`src/rtl/core/qrw_pkg.sv`:
```
package qrw_pkg;

    localparam int COORD_W    = 24;
    localparam int QUAT_W     = 16;
    localparam int TRACK_W    = 23;
    localparam int CFG_IDX_W  = 3;
    localparam int CFG_DATA_W = 23;

    // dot and cross terms of a Q1.14 quaternion with a coordinate
    localparam int DOT_W   = QUAT_W + COORD_W + 2;
    localparam int CROSS_W = QUAT_W + COORD_W + 1;
    // s*s - u.u spans [-3*2^30, 2^30]
    localparam int K_W     = 2 * QUAT_W + 1;
    // partial products of one rotated coordinate
    localparam int TU_W    = DOT_W + QUAT_W;
    localparam int TK_W    = K_W + COORD_W;
    localparam int TC_W    = QUAT_W + CROSS_W;
    localparam int ACC_W   = 64;

    localparam logic signed [QUAT_W-1:0]  QUAT_W_RESET    = 16'sd16384;
    localparam logic        [TRACK_W-1:0] TRACK_RESET     = 23'd4096;
    localparam logic signed [K_W-1:0]     K_RESET         = 33'sd268435456;
    // minus 1000 m in 1/4096 m units
    localparam logic signed [COORD_W-1:0] SENTINEL_HEIGHT = -24'sd4096000;

    typedef enum logic [CFG_IDX_W-1:0] {
        REG_QUAT_X       = 3'd0,
        REG_QUAT_Y       = 3'd1,
        REG_QUAT_Z       = 3'd2,
        REG_QUAT_W       = 3'd3,
        REG_TRACK_LENGTH = 3'd4
    } cfg_reg_t;

    typedef struct packed {
        logic signed [COORD_W-1:0] point_x;
        logic signed [COORD_W-1:0] point_y;
        logic signed [COORD_W-1:0] point_z;
        logic                      last_point;
    } point_t;

    typedef struct packed {
        logic signed [COORD_W-1:0] rot_x;
        logic signed [COORD_W-1:0] rot_y;
        logic signed [COORD_W-1:0] rot_z;
        logic signed [COORD_W-1:0] max_height;
        logic                      in_window;
        logic                      any_found;
        logic                      set_done;
    } result_t;

    typedef struct packed {
        logic signed [QUAT_W-1:0] quat_x;
        logic signed [QUAT_W-1:0] quat_y;
        logic signed [QUAT_W-1:0] quat_z;
        logic signed [QUAT_W-1:0] quat_w;
        logic        [TRACK_W-1:0] track_length;
        logic signed [K_W-1:0]    k;
    } coef_t;

    typedef struct packed {
        logic signed [DOT_W-1:0]   dot;
        logic signed [CROSS_W-1:0] cross_x;
        logic signed [CROSS_W-1:0] cross_y;
        logic signed [CROSS_W-1:0] cross_z;
        logic signed [COORD_W-1:0] vx;
        logic signed [COORD_W-1:0] vy;
        logic signed [COORD_W-1:0] vz;
        logic                      last_point;
    } entry_t;

endpackage

```
`src/rtl/core/qrw_fifo.sv`:
```
module qrw_fifo #(
    parameter int DEPTH = 4
) (
    input  logic             clk,
    input  logic             rst_n,
    input  logic             wr_en,
    input  qrw_pkg::entry_t  wr_data,
    output logic             full,
    input  logic             rd_en,
    output qrw_pkg::entry_t  rd_data,
    output logic             empty
);
    import qrw_pkg::*;

    localparam int PTR_W = (DEPTH > 1) ? $clog2(DEPTH) : 1;
    localparam int CNT_W = $clog2(DEPTH + 1);
    localparam logic [PTR_W-1:0] PTR_LAST = PTR_W'(DEPTH - 1);
    localparam logic [CNT_W-1:0] CNT_FULL = CNT_W'(DEPTH);

    entry_t           mem_reg [DEPTH];
    logic [PTR_W-1:0] wr_ptr_reg;
    logic [PTR_W-1:0] rd_ptr_reg;
    logic [CNT_W-1:0] count_reg;
    logic [CNT_W-1:0] count_next;

    assign full    = (count_reg == CNT_FULL);
    assign empty   = (count_reg == '0);
    assign rd_data = mem_reg[rd_ptr_reg];

    always_comb
    begin
        count_next = count_reg;
        if (wr_en && !rd_en)
            count_next = count_reg + CNT_W'(1);
        else if (rd_en && !wr_en)
            count_next = count_reg - CNT_W'(1);
    end

    always_ff @(posedge clk or negedge rst_n)
    begin
        if (!rst_n)
        begin
            wr_ptr_reg <= '0;
            rd_ptr_reg <= '0;
            count_reg  <= '0;
        end
        else
        begin
            count_reg <= count_next;
            if (wr_en)
                wr_ptr_reg <= (wr_ptr_reg == PTR_LAST) ? '0 : wr_ptr_reg + PTR_W'(1);
            if (rd_en)
                rd_ptr_reg <= (rd_ptr_reg == PTR_LAST) ? '0 : rd_ptr_reg + PTR_W'(1);
        end
    end

    always_ff @(posedge clk)
    begin
        if (wr_en)
            mem_reg[wr_ptr_reg] <= wr_data;
    end

    a_count_bound: assert property (@(posedge clk) disable iff (!rst_n)
        count_reg <= CNT_FULL)
        else $error("queue count beyond depth");

    a_no_overflow: assert property (@(posedge clk) disable iff (!rst_n)
        wr_en |-> !full)
        else $error("write into full queue");

    a_no_underflow: assert property (@(posedge clk) disable iff (!rst_n)
        rd_en |-> !empty)
        else $error("read from empty queue");

endmodule

```
`config.mk`:
```
export PLATFORM = sky130hd
export DESIGN_NAME = qrw_fifo
export DESIGN_NICKNAME = d
export VERILOG_FILES = /design/src/rtl/core/qrw_pkg.sv /design/src/rtl/core/qrw_fifo.sv
export SDC_FILE = /design/constraint.sdc
export NUM_CORES = 1
export LEC_CHECK = 0
export BUFFER_PORTS_ARGS = -buffer_cell sky130_fd_sc_hd__buf_2
export CAP_MARGIN = 20
export CORE_MARGIN = 2
export CORE_UTILIZATION = 55
export DETAILED_ROUTE_END_ITERATION = 16
export PLACE_DENSITY = 0.87
export SLEW_MARGIN = 20
export SYNTH_ARGS = -nofsm -noshare
export SYNTH_HDL_FRONTEND = slang
export SYNTH_SLANG_ARGS = --single-unit
```
`constraint.sdc`:
```
create_clock -name clk -period 20.1 [get_ports clk]
set_input_delay 2.01 -clock clk [delete_from_list [all_inputs] [get_ports clk]]
set_output_delay 2.01 -clock clk [all_outputs]
set_load 0.05 [all_outputs]
```
# Word level (Yosys, flattened, before mapping)
# Memory sizes are Yosys's and may differ from the RTL's.
# Index checks and enable logic that the tools add are counted.
# totals
mem_count	1
inputBits	242
mem_bits_rw	952
register_bits	7
elab_cells	23
# classes
n_addsub	4
n_eq_ne	3
n_reduce_logical	6
n_mux	6
# mem_list
name	depth	word_bits	rd	rd_clocked_by_memory_dff	wr	line	source
mem_reg	4	238	1	0	1	qrw_fifo.sv:20	entry_t mem_reg [DEPTH];
# ops
operator	n
2-to-1 mux 3 bit	2
adder 2 x 1 -> 2 bit, second input constant	2
equality test 2 bit, second input constant	2
2-to-1 mux 2 bit	2
adder 3 x 1 -> 3 bit, second input constant	1
equality test 3 bit, second input constant	1
logical NOT 3 bit	1
subtractor 3 x 1 -> 3 bit, second input constant	1
logical AND 1 bit	2
logical NOT 1 bit	2
2-to-1 mux 1 bit	2
nonzero test 2 bit	1

# Logic depth before layout (Yosys ltp)
# depth
word_depth	4
depth_mapped	7

# Worst setup path before layout
# OpenSTA, ideal clock, no wires.
# synth_path
kind	in2reg
start	input port wr_en
end	memory mem_reg[2][0] (netlist name), enable pin
setup_slack_ns	12.078
arrival_ns	7.395
stages	1
setup_ns	0.628
path_buffers	0
cell_sequence	and2_1
# synth_between
elab_chain_len	2
# synth_lines
element	line	source
start: declaration	qrw_fifo.sv:6	input logic wr_en,
2-to-1 mux 1 bit	qrw_fifo.sv:59	if (wr_en)
2-to-1 mux 1 bit (not written as such)	qrw_fifo.sv:60	mem_reg[wr_ptr_reg] <= wr_data;
end: declaration	qrw_fifo.sv:20	
# No other way between the ends.

==> out/results.ini <==
[clock_network]
post_cts_buffers = 0
cts_root_buffer = clkbuf_16
cts_resized = 0
cts_sinks = 959
clkTransAtPathRegs_ps = 60
cts_buffer_depth = 3
h-tree-depth = 3
clock_latency_ps = 630
ctsHoldBuffers = 0
cts_tree = built
cts_buffers = 91

[outcome]
status = finished, final reports clean

[synth]
yosysMostFrequentCell = edfxtp_1
async_reset_ff_frac = 0.007299
synth_top_area_frac = 0.8220
synth_edf_count = 952
syn-instance-count = 1281
synth_common_cells = edfxtp_1 (952), mux4_2 (238), buf_2 (25)
ys_seq_area_frac = 0.8271
syn_nets = 1530
synthesis.area_um2 = 34780
yosys.cell_types.count = 19
synth_area_leaders = edfxtp_1 (82%), mux4_2 (15%), buf_6 (0.74%), dfrtp_1 (0.50%), buf_2 (0.36%)
ys_seq_elements = 959
synthFlopType = edfxtp_1
avgSynthCellArea_um2 = 27.15
ys_warn_count = 0
synth_top_cell_by_area = edfxtp_1

[timing]
setup_viol = 0
fin_worst_skew_ps = 18.74
tns_ps = 0
relSlewSlack = 0.2555
slew_viol_final = 0
hold_viol = 0
rsz0062_at_grt = no
layout_setup_ws_ps = 13780
max_freq_ghz = 0.1583
final_min_period_over_clock_period = 0.3143
worst_pin_slew_ps = 1117
holdWs_ps = 505.1
fin_crit_ps = 6317

[setup_path]
path_delay_family = buffers and inverters
worstSetupPathType = flop to primary output
crit_fanout = 46
path_buf_inv = 3
crit_path_start_kind = flop
crit_path_top_delay_cell = dfrtp_4
endpoint_kind = primary output
path_cells = buf_4 > buf_4 > mux4_2 > buf_2
crit_path_max_incr_delay_ps = 1010
crit_required_ps = 18090
crit_arrival_ps = 4310
crit_top_cell = buf_4

[placed_design]
port_buffers = 481
dp.cells = 2572
place.gp.congestion = 0.7899
hpwlAfterDp_um = 44260
pre_cts_ws_ps = 14300

[die]
pin_count = 482
core_area_um2 = 62740
initial_core_util = 0.5543
fp-row-count = 92
dieArea_um2 = 65260
fp.dieW_um = 255.5
die_h_um = 255.5

[cells_and_area]
instances_no_fill = 2762
fillCellCount = 3815
final_nets = 2068
drive_gt1_frac = 0.4569
largest_reg_flops = 952
syn_to_final_growth_pct = 17.48

[global_route]
gr-usage-all-layers = 0.2295
antenna_found_initial = 33
grt_pass1_vias = 17210
grt_max_degree = 109
gr-total-overflow = 0
grt_pass1_wl_um = 110700

[run]
drv_cap = 0

[detailed_routing]
drt-vias-per-instance = 5.841
drt_first_pass_iters = 7
ant_nets = 0
wl_um = 75540
drc = 0
vias = 16130
wl_per_cell_um = 27.35
drt_iter0_drc = 1583

[power_and_ir_drop]
peakVddDrop_v = 0.0001200
powerDensity_nw_per_um2 = 168.6
p_leak_nw = 13.79

[hold_path]
hold_class = flop to flop

metal layers:
metal	global-route usage	up-vias	part of all wire	wire length, µm
met5	0	-	0.0015	115
met4	0.1152	18	0.038	2844
met3	0.06538	159	0.081	6088
met2	0.3781	790	0.53	39680
met1	0.2811	8487	0.35	26810
li1	-	6679	-	-
power by group:
group,internal (mW),total [mW],switching (mW)
clock network,0.904,1.61,0.707
logic,0.731,2.58,1.85
registers,2.57,2.70,0.130
cells in the final DEF (no fill, tap or decap), drive strengths merged, types with 4 or more instances in the layout:
master  Yosys  layout
inv         4       8
edfxtp    952     952
ha          6       6
bufinv      0       5
mux4      238     238
and2        4       4
clkinv      0      34
diode       0      27
clkbuf      3     118
dfrtp       7       7
buf        51     499
worst paths after layout:
check	from	cells past startpoint	end	slack, ps
max	rd_ptr_reg[0]$_DFFE_PN0P_	4	rd_data[74]	13780
min	count_reg[2]$_DFFE_PN0P_	1	count_reg[2]$_DFFE_PN0P_	510
max reg2reg	wr_ptr_reg[0]$_DFFE_PN0P_	4	mem_reg[3][66]$_DFFE_PP_	16500
min reg2reg	count_reg[2]$_DFFE_PN0P_	1	count_reg[2]$_DFFE_PN0P_	510
max in group asynchronous	rst_n	1	rd_ptr_reg[0]$_DFFE_PN0P_	18700
min in group asynchronous	rst_n	1	count_reg[1]$_DFFE_PN0P_	1220
cells by family after synthesis:
| logic type | after synthesis | share of synthesized area |
|---|---|---|
| buffers and inverters | 58 | 0.01245 |
| XOR/XNOR | 3 | 0.0007557 |
| adder cells (fa/ha/maj) | 7 | 0.002734 |
| AO/OA/AOI/OAI | 2 | 0.0002878 |
| flip-flops | 959 | 0.8271 |
| AND/OR/NAND/NOR | 11 | 0.001619 |
| multiplexers | 241 | 0.1551 |
cell type report:
cell class                 count  area [µm²]  area share
antenna                       27       67.56    0.001654
clock buffer                 118        2379     0.05822
clock inverter                45       419.2     0.01026
inverter                       4       15.01   0.0003675
multi-input combinational    264        5592      0.1369
sequential                   959       28770      0.7042
tap                          846        1059     0.02591
timing repair buffer         499        2555     0.06254
metrics by stage:
stage	util	power, mW	instance area [µm²]
floorplan	-	4.810	34780
global placement	0.6056	5.244	37990
detailed placement	0.6056	5.305	37990
CTS	0.6502	6.941	40790
global route	0.6511	7.107	40850
finish	0.6512	6.889	40860
worst reg2reg max path: cells and delay by family, from the launching register on:
family / cells / cell delay (ps)
and+or+nand+nor: 1 / 710
adders and majority gates: 1 / 200
buffers and inverters: 2 / 1820
DFF: 1 / 400
Note: power is estimated with default switching activity, not from simulation.
